$ cat config.mk
export PLATFORM = sky130hd
export DESIGN_NAME = ffsba_ctl
export DESIGN_NICKNAME = d
export VERILOG_FILES = /design/src/design/ffsba_pkg.sv /design/src/design/ffsba_ctl.sv
export SDC_FILE = /design/constraint.sdc
export NUM_CORES = 1
export LEC_CHECK = 0
export BUFFER_PORTS_ARGS = -buffer_cell sky130_fd_sc_hd__buf_2
export CORE_UTILIZATION = 39
export DETAILED_ROUTE_END_ITERATION = 8
export HOLD_SLACK_MARGIN = 0.03
export PLACE_DENSITY = 0.77
export SYNTH_ARGS = -nofsm -noshare
export SYNTH_HDL_FRONTEND = slang
export SYNTH_SLANG_ARGS = --single-unit
$ cat constraint.sdc
create_clock -name i_clk -period 1.5 [get_ports i_clk]
set_input_delay 0.3 -clock i_clk [delete_from_list [all_inputs] [get_ports i_clk]]
set_output_delay 0.3 -clock i_clk [all_outputs]
set_load 0.01 [all_outputs]
$ cat src/design/ffsba_pkg.sv
// shared constants, item types and controller/datapath interface types for the sector allocator
package ffsba_pkg;

    // map geometry
    localparam int NUM_SECTORS = 4096;
    localparam int MAX_RUN     = 64;
    localparam int WORD_W      = 64;
    localparam int NUM_WORDS   = NUM_SECTORS / WORD_W;
    localparam int WIN_W       = 2 * WORD_W;
    localparam int BIT_W       = $clog2(WORD_W);
    localparam int WADDR_W     = $clog2(NUM_WORDS);
    localparam int SEC_W       = 12;
    localparam int CNT_W       = 7;
    localparam int SIZE_W      = 13;
    localparam int LOG_W       = 3;

    // map word 0 after reset: free-map and root directory sectors in use
    localparam logic [WORD_W-1:0] RESET_WORD0 = WORD_W'(3);

    // configuration port
    localparam int PADDR_W = 3;
    localparam int PDATA_W = 32;
    localparam logic REG_DEVICE_SECTORS = 1'b0;
    localparam logic [SIZE_W-1:0] DEVICE_SECTORS_RST = SIZE_W'(NUM_SECTORS);

    // operation codes
    localparam logic FUNC_ALLOC   = 1'b0;
    localparam logic FUNC_RELEASE = 1'b1;

    // result status codes
    localparam logic [1:0] ST_OK       = 2'd0;
    localparam logic [1:0] ST_NOSPACE  = 2'd1;
    localparam logic [1:0] ST_BADRANGE = 2'd2;

    typedef struct packed {
        logic             func;
        logic [CNT_W-1:0] count;
        logic [SEC_W-1:0] start_sector;
    } t_in_item;

    typedef struct packed {
        logic [1:0]       status;
        logic [SEC_W-1:0] first_sector;
    } t_out_item;

    typedef enum logic [3:0] {
        S_IDLE,
        S_CHECK,
        S_SCAN_RD,
        S_SCAN_EVAL,
        S_SCAN_TEST,
        S_MARK_RD_LO,
        S_MARK_RD_HI,
        S_MARK_CAP_HI,
        S_MARK_WR_LO,
        S_MARK_WR_HI,
        S_DONE
    } t_state;

    // controller to datapath
    typedef struct packed {
        logic       load_item;
        logic       rd_scan;
        logic       eval;
        logic       pick;
        logic       rd_lo;
        logic       rd_hi;
        logic       cap_lo;
        logic       cap_hi;
        logic       wr_lo;
        logic       wr_hi;
        logic       set_status;
        logic [1:0] status;
        logic       load_result;
    } t_dp_cmd;

    // datapath to controller
    typedef struct packed {
        logic is_release;
        logic count_zero;
        logic count_over;
        logic range_bad;
        logic hit_any;
        logic scan_last;
        logic rel_conflict;
    } t_dp_sts;

endpackage

$ cat src/design/ffsba_ctl.sv
// controller: sequences item intake, word scan, mark/free pass and result handoff
module ffsba_ctl (
    input  logic               i_clk,
    input  logic               i_rst_n,
    input  logic               i_in_valid,
    output logic               o_in_stall,
    output logic               o_out_valid,
    input  logic               i_out_stall,
    output ffsba_pkg::t_dp_cmd o_cmd,
    input  ffsba_pkg::t_dp_sts i_sts
);

    ffsba_pkg::t_state r_state;
    ffsba_pkg::t_state n_state;
    logic              r_out_valid;
    logic              n_out_valid;

    // state and output valid registers
    always_ff @(posedge i_clk) begin
        if (!i_rst_n) begin
            r_state     <= ffsba_pkg::S_IDLE;
            r_out_valid <= 1'b0;
        end else begin
            r_state     <= n_state;
            r_out_valid <= n_out_valid;
        end
    end

    // next state and datapath commands
    always_comb begin
        n_state     = r_state;
        o_cmd       = '0;
        n_out_valid = r_out_valid;
        if (r_out_valid && !i_out_stall) begin
            n_out_valid = 1'b0;
        end
        unique case (r_state)
            ffsba_pkg::S_IDLE: begin
                if (i_in_valid) begin
                    o_cmd.load_item = 1'b1;
                    n_state         = ffsba_pkg::S_CHECK;
                end
            end
            ffsba_pkg::S_CHECK: begin
                if (i_sts.is_release) begin
                    if (i_sts.count_over || i_sts.range_bad) begin
                        o_cmd.set_status = 1'b1;
                        o_cmd.status     = ffsba_pkg::ST_BADRANGE;
                        n_state          = ffsba_pkg::S_DONE;
                    end else if (i_sts.count_zero) begin
                        n_state = ffsba_pkg::S_DONE;
                    end else begin
                        n_state = ffsba_pkg::S_MARK_RD_LO;
                    end
                end else begin
                    if (i_sts.count_over) begin
                        o_cmd.set_status = 1'b1;
                        o_cmd.status     = ffsba_pkg::ST_NOSPACE;
                        n_state          = ffsba_pkg::S_DONE;
                    end else if (i_sts.count_zero) begin
                        n_state = ffsba_pkg::S_DONE;
                    end else begin
                        n_state = ffsba_pkg::S_SCAN_RD;
                    end
                end
            end
            ffsba_pkg::S_SCAN_RD: begin
                o_cmd.rd_scan = 1'b1;
                n_state       = ffsba_pkg::S_SCAN_EVAL;
            end
            ffsba_pkg::S_SCAN_EVAL: begin
                o_cmd.eval = 1'b1;
                n_state    = ffsba_pkg::S_SCAN_TEST;
            end
            // test the word just evaluated while fetching the next one
            ffsba_pkg::S_SCAN_TEST: begin
                if (i_sts.hit_any) begin
                    o_cmd.pick = 1'b1;
                    n_state    = ffsba_pkg::S_MARK_RD_LO;
                end else if (i_sts.scan_last) begin
                    o_cmd.set_status = 1'b1;
                    o_cmd.status     = ffsba_pkg::ST_NOSPACE;
                    n_state          = ffsba_pkg::S_DONE;
                end else begin
                    o_cmd.rd_scan = 1'b1;
                    n_state       = ffsba_pkg::S_SCAN_EVAL;
                end
            end
            ffsba_pkg::S_MARK_RD_LO: begin
                o_cmd.rd_lo = 1'b1;
                n_state     = ffsba_pkg::S_MARK_RD_HI;
            end
            ffsba_pkg::S_MARK_RD_HI: begin
                o_cmd.rd_hi  = 1'b1;
                o_cmd.cap_lo = 1'b1;
                n_state      = ffsba_pkg::S_MARK_CAP_HI;
            end
            ffsba_pkg::S_MARK_CAP_HI: begin
                o_cmd.cap_hi = 1'b1;
                n_state      = ffsba_pkg::S_MARK_WR_LO;
            end
            ffsba_pkg::S_MARK_WR_LO: begin
                if (i_sts.rel_conflict) begin
                    o_cmd.set_status = 1'b1;
                    o_cmd.status     = ffsba_pkg::ST_BADRANGE;
                    n_state          = ffsba_pkg::S_DONE;
                end else begin
                    o_cmd.wr_lo = 1'b1;
                    n_state     = ffsba_pkg::S_MARK_WR_HI;
                end
            end
            ffsba_pkg::S_MARK_WR_HI: begin
                o_cmd.wr_hi = 1'b1;
                n_state     = ffsba_pkg::S_DONE;
            end
            // hand the result over once the output register is free
            ffsba_pkg::S_DONE: begin
                if (!r_out_valid || !i_out_stall) begin
                    o_cmd.load_result = 1'b1;
                    n_out_valid       = 1'b1;
                    n_state           = ffsba_pkg::S_IDLE;
                end
            end
            default: begin
                n_state = ffsba_pkg::S_IDLE;
            end
        endcase
    end

    assign o_in_stall  = (r_state != ffsba_pkg::S_IDLE);
    assign o_out_valid = r_out_valid;

endmodule

==> results of run 1 <==
-- worst paths after layout --
kind | endpoint | startpoint | slack, ns | cells after the start
hold / removal | r_state[3] | i_rst_n | 0.31 | 2
setup / recovery | o_cmd[5] | r_state[2] | -0.18 | 3
setup reg to reg | r_state[3] | r_state[2] | -0.05 | 8
hold reg to reg | o_out_valid | o_out_valid | 0.57 | 2
-- stage by stage --
step / std cells / TNS [ns]
after floorplan: 74 / 0
after global placement: 124 / -0.0696
after detailed placement: 124 / -0.171
after CTS: 137 / -0.947
after global routing: 140 / -2.31
final: 140 / -1.46
-- cell usage in the layout, fill, tap and decap left out, types with 2 or more instances in the layout --
master,instances
a21boi_1,2
a21oi_1,4
buf_2,23
buf_4,20
buf_6,8
clkbuf_4,3
dfxtp_4,3
nand2_1,6
nand2b_1,3
nand3b_1,2
nand4b_1,2
nor2_1,3
nor2_2,2
nor2_4,3
nor2b_1,2
nor3_1,2
nor3_4,2
o21ai_0,4
o21ai_1,2
o31a_1,3
or4b_4,2
-- cells by family after synthesis --
family,Yosys count,share of synthesized area (%)
simple gates,42,47.6
compound gates,21,28.7
buf+inv,6,5.13
flops,5,18.6
-- worst max-delay path: stages, from the launching register on --
cell and delay [ns]:
dfxtp_2 0.34, or4b_4 0.57, nor2_4 0.12, buf_6 0.11
-- cell usage after synthesis --
master,instances
o21ai_1,1
nor2_2,1
nor4b_1,1
o31a_1,3
o21ai_0,5
and2_1,1
and3_1,2
nor4bb_1,1
nand3_1,2
dfxtp_1,5
nand2_1,8
nor3_2,1
o211ai_1,1
clkbuf_1,3
or4b_4,1
and4bb_1,1
o21bai_1,1
nor2b_1,2
buf_1,1
o31ai_1,1
nand4b_1,2
nor2_1,7
nand3b_1,2
a21oi_1,5
buf_2,1
a21boi_1,2
nor3_1,4
or4b_1,1
buf_4,1
o21a_1,1
or3b_1,1
a2111oi_4,1
nand2b_1,4
-- power breakdown --
part | internal (mW) | switching (mW)
clock network | 0.101 | 0.0572
registers | 0.205 | 0.0871
logic | 0.862 | 0.736
-- metal layers --
| metal | routed length, um | vias to the layer above | track usage, % |
|---|---|---|---|
| li1 | - | 376 | - |
| met5 | 0 | - | 0 |
| met2 | 1360 | 43 | 52.5 |
| met1 | 873 | 383 | 29.2 |
| met3 | 157 | 8 | 8.67 |
| met4 | 54 | 0 | 12.9 |
-- registers in the layout, summed over array words and instances (netlist names) --
register,flops
o_out_valid,1
r_state,4
-- what timing repair did --
item | 4_1_cts | 5_1_grt
pin swaps | 5 | 11
endpoints found under the setup margin | 12 | 18
gates resized for setup | 21 | 19
setup buffers | 9 | 4
-- layout make-up --
type / instances / area share, %
sequential: 5 / 10.7
clock buffer: 4 / 2.49
tap: 15 / 1.78
timing repair buffer: 53 / 36.9
multi-input combinational: 63 / 48.2
==> flow_metrics.env, run 1 <==
export IMPL_status="complete, but fails checks"
export IMPL_violations="setup timing"
export IMPL_synth_seq_area_share_pct=18.6
export IMPL_clk_pin_slew_worst_paths_ns=0.04
export IMPL_hp_class="in2reg"
export IMPL_path_max_fanout=6
export IMPL_relSlewSlack_pct=81.8
export IMPL_ioPinCount=27
export IMPL_fin_area_um2=1060
export IMPL_finalCriticalPeriod_ns=1.68
export IMPL_slew_viol_final=0
export IMPL_fin_skew_ns=0.00295
export IMPL_core_um2=1280
export IMPL_routed_via_density=5.79
export IMPL_grt_pass1_wl_um=2950
export IMPL_place_gp_congestion=0.858
export IMPL_power_density_nw_per_um2=1940
export IMPL_clock_latency_ns=0.24
export IMPL_via_count=810
export IMPL_die_area_um2=1530
export IMPL_drt_pass1_iter_count=4
export IMPL_synth_distinct_cells=33
export IMPL_min_period_over_period_pct=112
export IMPL_dpl_hpwl_um=1290
export IMPL_tightest_slew_ns=0.270
export IMPL_die_w_um=39.1
export IMPL_ys_ff_latch=5
export IMPL_areaGrowthSynthToFinish_pct=97.0
export IMPL_grt_start_max_net_pins=10
export IMPL_num_nets_final=137
export IMPL_setup_viol=13
export IMPL_pre_cts_slack_ns=-0.0989
export IMPL_avgSynthCellArea_um2=7.25
export IMPL_synth_top_area_cell="dfxtp_1"
export IMPL_syn_nets=85
export IMPL_syn_area_um2=537
export IMPL_cts_tree="built"
export IMPL_start_util_pct=41.8
export IMPL_hold_buffers=0
export IMPL_wl_per_cell_um=17.5
export IMPL_fp_dieH_um=39.1
export IMPL_cp_end_kind="output pin"
export IMPL_cp_start_kind="flop"
export IMPL_total_leakage_power_nw=0.513
export IMPL_fin_util_pct=82.3
export IMPL_hold_viol_final=0
export IMPL_port_buffers=26
export IMPL_root_buffer="clkbuf_4"
export IMPL_ys_warn_count=0
export IMPL_drive_above_1_share_pct=64.0
export IMPL_synthCells=74
export IMPL_rsz0062_at_grt="true"
export IMPL_drt_iter0_drc=13
export IMPL_antenna_cells=0
export IMPL_clkSinkCount=5
export IMPL_worstPathRequired_ns=1.20
export IMPL_grt_remaining_overflow=0
export IMPL_synth_top_cell_area_share_pct=18.6
export IMPL_antenna_found_initial=0
export IMPL_total_power_mw=2.05
export IMPL_drt_total_wl_um=2440
export IMPL_regArea_um2=113
export IMPL_setup_ws_ns=-0.179
export IMPL_critical_path_class="reg2out"
export IMPL_post_dp_cell_area_um2=776
export IMPL_maxCapViolCount=0
export IMPL_fmax_mhz=596
export IMPL_final_fill_count=88
export IMPL_multiInputGateArea_um2=509
export IMPL_grtUsageTotal_pct=28.7
export IMPL_clk_path_buf_depth=2
export IMPL_cts_htree_levels=1
export IMPL_remaining_drc_errors=0
export IMPL_grt_pass1_vias=697
export IMPL_ant_nets=0
export IMPL_synth_area_leaders="dfxtp_1 (19%), nand2_1 (5.6%), a2111oi_4 (5.1%), nor2_1 (4.9%), o31a_1 (4.9%)"
export IMPL_rows=13
export IMPL_ir_worst_vdd_v=0.00159
export IMPL_hold_slack_ns=0.314
export IMPL_worstPathArrival_ns=1.38
export IMPL_cts_made_buffers=3
(Power assumes the default switching activity.)
==> inputs of run 2 (changes only) <==
- RECOVER_POWER: default -> 25
==> run 2 against run 1 <==
The flow still finishes with violations (setup timing). Core utilization fell by 0.097 points. Clock power hardly changed. Combinational power is essentially flat. Global-route usage unchanged. Clock skew did not move. Critical path depth stayed put. Total power barely moved. Critical path type unchanged. Largest cell class unchanged. Largest power group unchanged.
==> flow_metrics.env, run 2 (synthesis results as in run 1) <==
export IMPL_reg2reg_depth=8
export IMPL_cts_tree="built"
export IMPL_internal_power_mw=1.17
export IMPL_fin_skew_ns=0.00295
export IMPL_port_buffers=26
export IMPL_violations="setup timing"
export IMPL_tightest_slew_ns=0.270
export IMPL_hp_class="in2reg"
export IMPL_r2r_setup_slack_ns=-0.05
export IMPL_clkSinkCount=5
export IMPL_routed_via_density=5.79
export IMPL_dpl_hpwl_um=1290
export IMPL_die_area_um2=1530
export IMPL_place_gp_congestion=0.858
export IMPL_cp_start_kind="flop"
export IMPL_relSlewSlack_pct=81.8
export IMPL_p_sw_share_pct=43.0
export IMPL_antenna_found_initial=0
export IMPL_clk_pin_slew_worst_paths_ns=0.04
export IMPL_critical_path_class="reg2out"
export IMPL_worstPathRequired_ns=1.20
export IMPL_power_frac_clock_pct=7.7
export IMPL_largest_reg_flops=4
export IMPL_drt_pass1_iter_count=4
export IMPL_stdcell_count=140
export IMPL_fmax_mhz=596
export IMPL_path_max_fanout=6
export IMPL_clock_latency_ns=0.24
export IMPL_multiInputGateArea_um2=509
export IMPL_comb_power_share_pct=78.0
export IMPL_reg2reg_from="r_state[2]"
export IMPL_sequentialPowerShare_pct=14.3
export IMPL_r2r_end="r_state[3]"
export IMPL_start_util_pct=41.8
export IMPL_total_leakage_power_nw=0.509
export IMPL_setup_viol=13
export IMPL_final_common_cell="buf_2"
export IMPL_drt_total_wl_um=2440
export IMPL_hold_depth=2
export IMPL_remaining_drc_errors=0
export IMPL_root_buffer="clkbuf_4"
export IMPL_clk_path_buf_depth=2
export IMPL_grt_remaining_overflow=0
export IMPL_fp_dieH_um=39.1
export IMPL_critPathLaunch="r_state[2]"
export IMPL_core_um2=1280
export IMPL_via_count=811
export IMPL_maxCapViolCount=0
export IMPL_top_register="r_state"
export IMPL_status="complete, but fails checks"
export IMPL_total_power_mw=2.05
export IMPL_finalCriticalPeriod_ns=1.68
export IMPL_cts_made_buffers=3
export IMPL_regArea_um2=113
export IMPL_worstPathArrival_ns=1.38
export IMPL_dp_cells=124
export IMPL_slew_viol_final=0
export IMPL_wl_per_cell_um=17.5
export IMPL_grt_start_max_net_pins=10
export IMPL_min_period_over_period_pct=112
export IMPL_power_density_nw_per_um2=1940
export IMPL_drt_iter0_drc=13
export IMPL_num_nets_final=137
export IMPL_grt_pass1_wl_um=2950
export IMPL_final_fill_count=89
export IMPL_hold_viol_final=0
export IMPL_grt_pass1_vias=697
export IMPL_setup_ws_ns=-0.179
export IMPL_drive_above_1_share_pct=63.2
export IMPL_final_cell_mix="buf_2 (22), buf_4 (20), buf_6 (8), nand2_1 (6)"
export IMPL_power_switching_mw=0.880
export IMPL_grtUsageTotal_pct=28.7
export IMPL_cts_htree_levels=1
export IMPL_cp_endpoint="o_cmd[5]"
export IMPL_areaGrowthSynthToFinish_pct=96.7
export IMPL_rsz0062_at_grt="true"
export IMPL_ant_nets=0
export IMPL_ioPinCount=27
export IMPL_cp_end_kind="output pin"
export IMPL_die_w_um=39.1
export IMPL_rows=13
export IMPL_antenna_cells=0
export IMPL_ir_worst_vdd_v=0.00159
==> run 2: changes by cell type in the layout (fill, tap and decap cells not counted) <==
cell / change
buf_2: -1
clkbuf_1: +1
==> run 2: layout make-up <==
type,count,area share [%]
multi-input cells,63,48.2
clock buffers,4,2.49
well taps,15,1.78
repair buffers,53,36.8
flip-flops and latches,5,10.7
==> run 2: worst min path at each step <==
| stage | startpoint | end | slack [ns] |
|---|---|---|---|
| finish | i_rst_n | r_state[3] | 0.31 |
| global route | i_rst_n | r_state[3] | 0.30 |
| CTS | i_rst_n | r_state[1] | 0.31 |
| detailed placement | o_out_valid | o_out_valid | 0.54 |
| global placement | o_out_valid | o_out_valid | 0.53 |
| floorplan | i_rst_n | r_state[1] | 0.43 |
==> run 2: metrics by stage <==
stage | worst slack (ns) | cell area, um2 | hold slack, ns | setup TNS (ns) | util, %
floorplan | 0.0133 | 542 | 0.428 | 0 | -
global placement | -0.0567 | 776 | 0.531 | -0.0696 | 60.4
detailed placement | -0.0989 | 776 | 0.545 | -0.171 | 60.4
CTS | -0.190 | 941 | 0.311 | -0.947 | 73.2
global route | -0.246 | 1060 | 0.296 | -2.31 | 82.2
finish | -0.179 | 1060 | 0.314 | -1.46 | 82.2
==> run 2: critical path, stage by stage, from the launching register on <==
cell and delay [ns]:
dfxtp_2 0.34, or4b_4 0.57, nor2_4 0.12, buf_6 0.11
==> run 2: power groups by stage <==
| stage | clock network [mW] | registers (mW) | logic [mW] |
|---|---|---|---|
| after floorplan | 0 | 0.208 | 0.614 |
| after global placement | 0 | 0.238 | 0.982 |
| after detailed placement | 0 | 0.240 | 1.00 |
| after CTS | 0.161 | 0.260 | 1.27 |
| after global routing | 0.182 | 0.302 | 1.69 |
| final | 0.158 | 0.292 | 1.60 |
==> run 2: layer usage <==
| layer | routed length, um | global-route usage (%) | up-vias |
|---|---|---|---|
| met5 | 0 | 0 | - |
| li1 | - | - | 377 |
| met4 | 54 | 12.9 | 0 |
| met2 | 1360 | 52.5 | 43 |
| met3 | 158 | 8.67 | 8 |
| met1 | 874 | 29.2 | 383 |
==> run 2: timing repair <==
action	CTS	global route
endpoints found under the setup margin	12	18
hold buffers	0	0
endpoints found under the hold margin	0	0
buffers inserted	9	4
gates resized for setup	21	19
pin swaps	5	11
==> inputs of run 3 (changes only) <==
--- a/config.mk
+++ b/config.mk
@@ -7,8 +7,9 @@
 export LEC_CHECK = 0
 export BUFFER_PORTS_ARGS = -buffer_cell sky130_fd_sc_hd__buf_2
-export CORE_UTILIZATION = 39
+export CORE_UTILIZATION = 41
+export CTS_BUF_LIST = sky130_fd_sc_hd__clkbuf_4
 export DETAILED_ROUTE_END_ITERATION = 8
 export HOLD_SLACK_MARGIN = 0.03
-export PLACE_DENSITY = 0.77
+export PLACE_DENSITY = 0.8
 export RECOVER_POWER = 25
 export SYNTH_ARGS = -nofsm -noshare
==> constraint.sdc (replaced) <==
create_clock -name i_clk -period 1.5 [get_ports i_clk]
set_input_delay 0.15 -clock i_clk [delete_from_list [all_inputs] [get_ports i_clk]]
set_output_delay 0.15 -clock i_clk [all_outputs]
set_load 0.01 [all_outputs]
==> run 3 against run 2 <==
The run still ends with setup timing left. Setup slack better by 0.12 ns. Die area down 4.7%. First-iteration DRC count unchanged.
==> flow_metrics.env, run 3 (synthesis results as in run 1) <==
export IMPL_post_dp_cell_area_um2=739
export IMPL_final_common_cell="buf_2"
export IMPL_rows=12
export IMPL_ioPinCount=27
export IMPL_clk_path_buf_depth=2
export IMPL_clock_latency_ns=0.24
export IMPL_cp_start_kind="flop"
export IMPL_largest_reg_flops=4
export IMPL_relSlewSlack_pct=81.3
export IMPL_remaining_drc_errors=0
export IMPL_grt_remaining_overflow=0
export IMPL_top_register="r_state"
export IMPL_via_count=775
export IMPL_root_buffer="clkbuf_4"
export IMPL_total_power_mw=1.68
export IMPL_tightest_slew_ns=0.279
export IMPL_die_w_um=38.2
export IMPL_final_fill_count=83
export IMPL_cp_end_kind="output pin"
export IMPL_routed_via_density=5.87
export IMPL_drive_above_1_share_pct=57.6
export IMPL_sequentialPowerShare_pct=16.9
export IMPL_setup_viol=6
export IMPL_antenna_found_initial=0
export IMPL_p_sw_share_pct=42.8
export IMPL_worstPathArrival_ns=1.41
export IMPL_fp_dieH_um=38.2
export IMPL_path_max_fanout=7
export IMPL_cts_tree="built"
export IMPL_fmax_mhz=642
export IMPL_core_um2=1160
export IMPL_slew_viol_final=0
export IMPL_multiInputGateArea_um2=462
export IMPL_grt_pass1_vias=660
export IMPL_hp_class="in2reg"
export IMPL_hold_buffers=0
export IMPL_cts_made_buffers=3
export IMPL_internal_power_mw=0.963
export IMPL_status="complete, but fails checks"
export IMPL_fin_skew_ns=0.00254
export IMPL_rsz0062_at_grt="true"
export IMPL_clkSinkCount=5
export IMPL_drt_iter0_drc=13
export IMPL_num_nets_final=130
export IMPL_worstPathRequired_ns=1.35
export IMPL_regArea_um2=110
export IMPL_place_gp_congestion=0.786
export IMPL_grtUsageTotal_pct=28.6
export IMPL_pre_cts_slack_ns=0.0640
export IMPL_total_leakage_power_nw=0.453
export IMPL_wl_per_cell_um=14.9
export IMPL_hold_slack_ns=0.174
export IMPL_grt_pass1_wl_um=2820
export IMPL_dpl_hpwl_um=1270
export IMPL_power_density_nw_per_um2=1830
export IMPL_finalCriticalPeriod_ns=1.56
export IMPL_drt_total_wl_um=1970
export IMPL_die_area_um2=1460
export IMPL_violations="setup timing"
export IMPL_power_switching_mw=0.721
export IMPL_hold_viol_final=0
export IMPL_maxCapViolCount=0
export IMPL_cts_htree_levels=1
export IMPL_min_period_over_period_pct=104
export IMPL_ir_worst_vdd_v=0.00119
export IMPL_clk_pin_slew_worst_paths_ns=0.05
export IMPL_critical_path_class="reg2out"
export IMPL_setup_ws_ns=-0.0582
export IMPL_antenna_cells=0
export IMPL_port_buffers=26
export IMPL_drt_pass1_iter_count=5
export IMPL_final_cell_mix="buf_2 (23), buf_4 (17), nand2_1 (7), nor2_1 (5), buf_6 (5)"
export IMPL_comb_power_share_pct=72.5
export IMPL_start_util_pct=46.4
export IMPL_ant_nets=0
export IMPL_fin_area_um2=922
export IMPL_grt_start_max_net_pins=10
export IMPL_fin_util_pct=79.8
export IMPL_power_frac_clock_pct=10.6
export IMPL_areaGrowthSynthToFinish_pct=71.8
## run 3: metrics by stage
step                      cells  setup TNS [ns]
after floorplan              74               0
after global placement      119               0
after detailed placement    119               0
after CTS                   131          -0.102
after global routing        132          -0.513
final                       132          -0.223
## run 3: path summary, 6_finish.rpt
kind                    start           to  slack, ns  cells past startpoint
setup / recovery   r_state[2]     o_cmd[5]      -0.06                      3
hold / removal        i_rst_n   r_state[3]       0.17                      2
setup reg to reg   r_state[2]   r_state[0]      -0.04                      7
hold reg to reg   o_out_valid  o_out_valid       0.58                      2
## run 3: area by class of cell
type / count / share of cell area (%)
repair buffers: 46 / 32.8
multi-input cells: 63 / 50.1
well taps: 14 / 1.90
clock buffers: 4 / 3.26
flip-flops and latches: 5 / 11.9
## run 3: routing by layer
metal	global-route usage, %	up-vias	part of all wire [%]
met5	0	-	0
met4	14.3	0	2.9
met3	1.74	10	3.2
met2	53.4	32	55
met1	31.9	373	39
li1	-	360	-
## run 3: power groups by stage
stage	clock, mW	sequential [mW]	combinational (mW)
final	0.178	0.285	1.22
after global routing	0.178	0.291	1.32
after global placement	0	0.244	0.941
after detailed placement	0	0.246	0.968
after CTS	0.178	0.273	1.10
after floorplan	0	0.208	0.609
## run 3: critical path, stage by stage (launching register included)
cell	delay (ns)
dfxtp_4	0.37
or4b_4	0.57
nor2_4	0.12
buf_6	0.11
## run 3: repair_timing
action,in CTS,in global routing
resized for setup,17,8
gates cloned,0,0
endpoints found under the setup margin,11,10
pin swaps,5,4
setup buffers,8,1
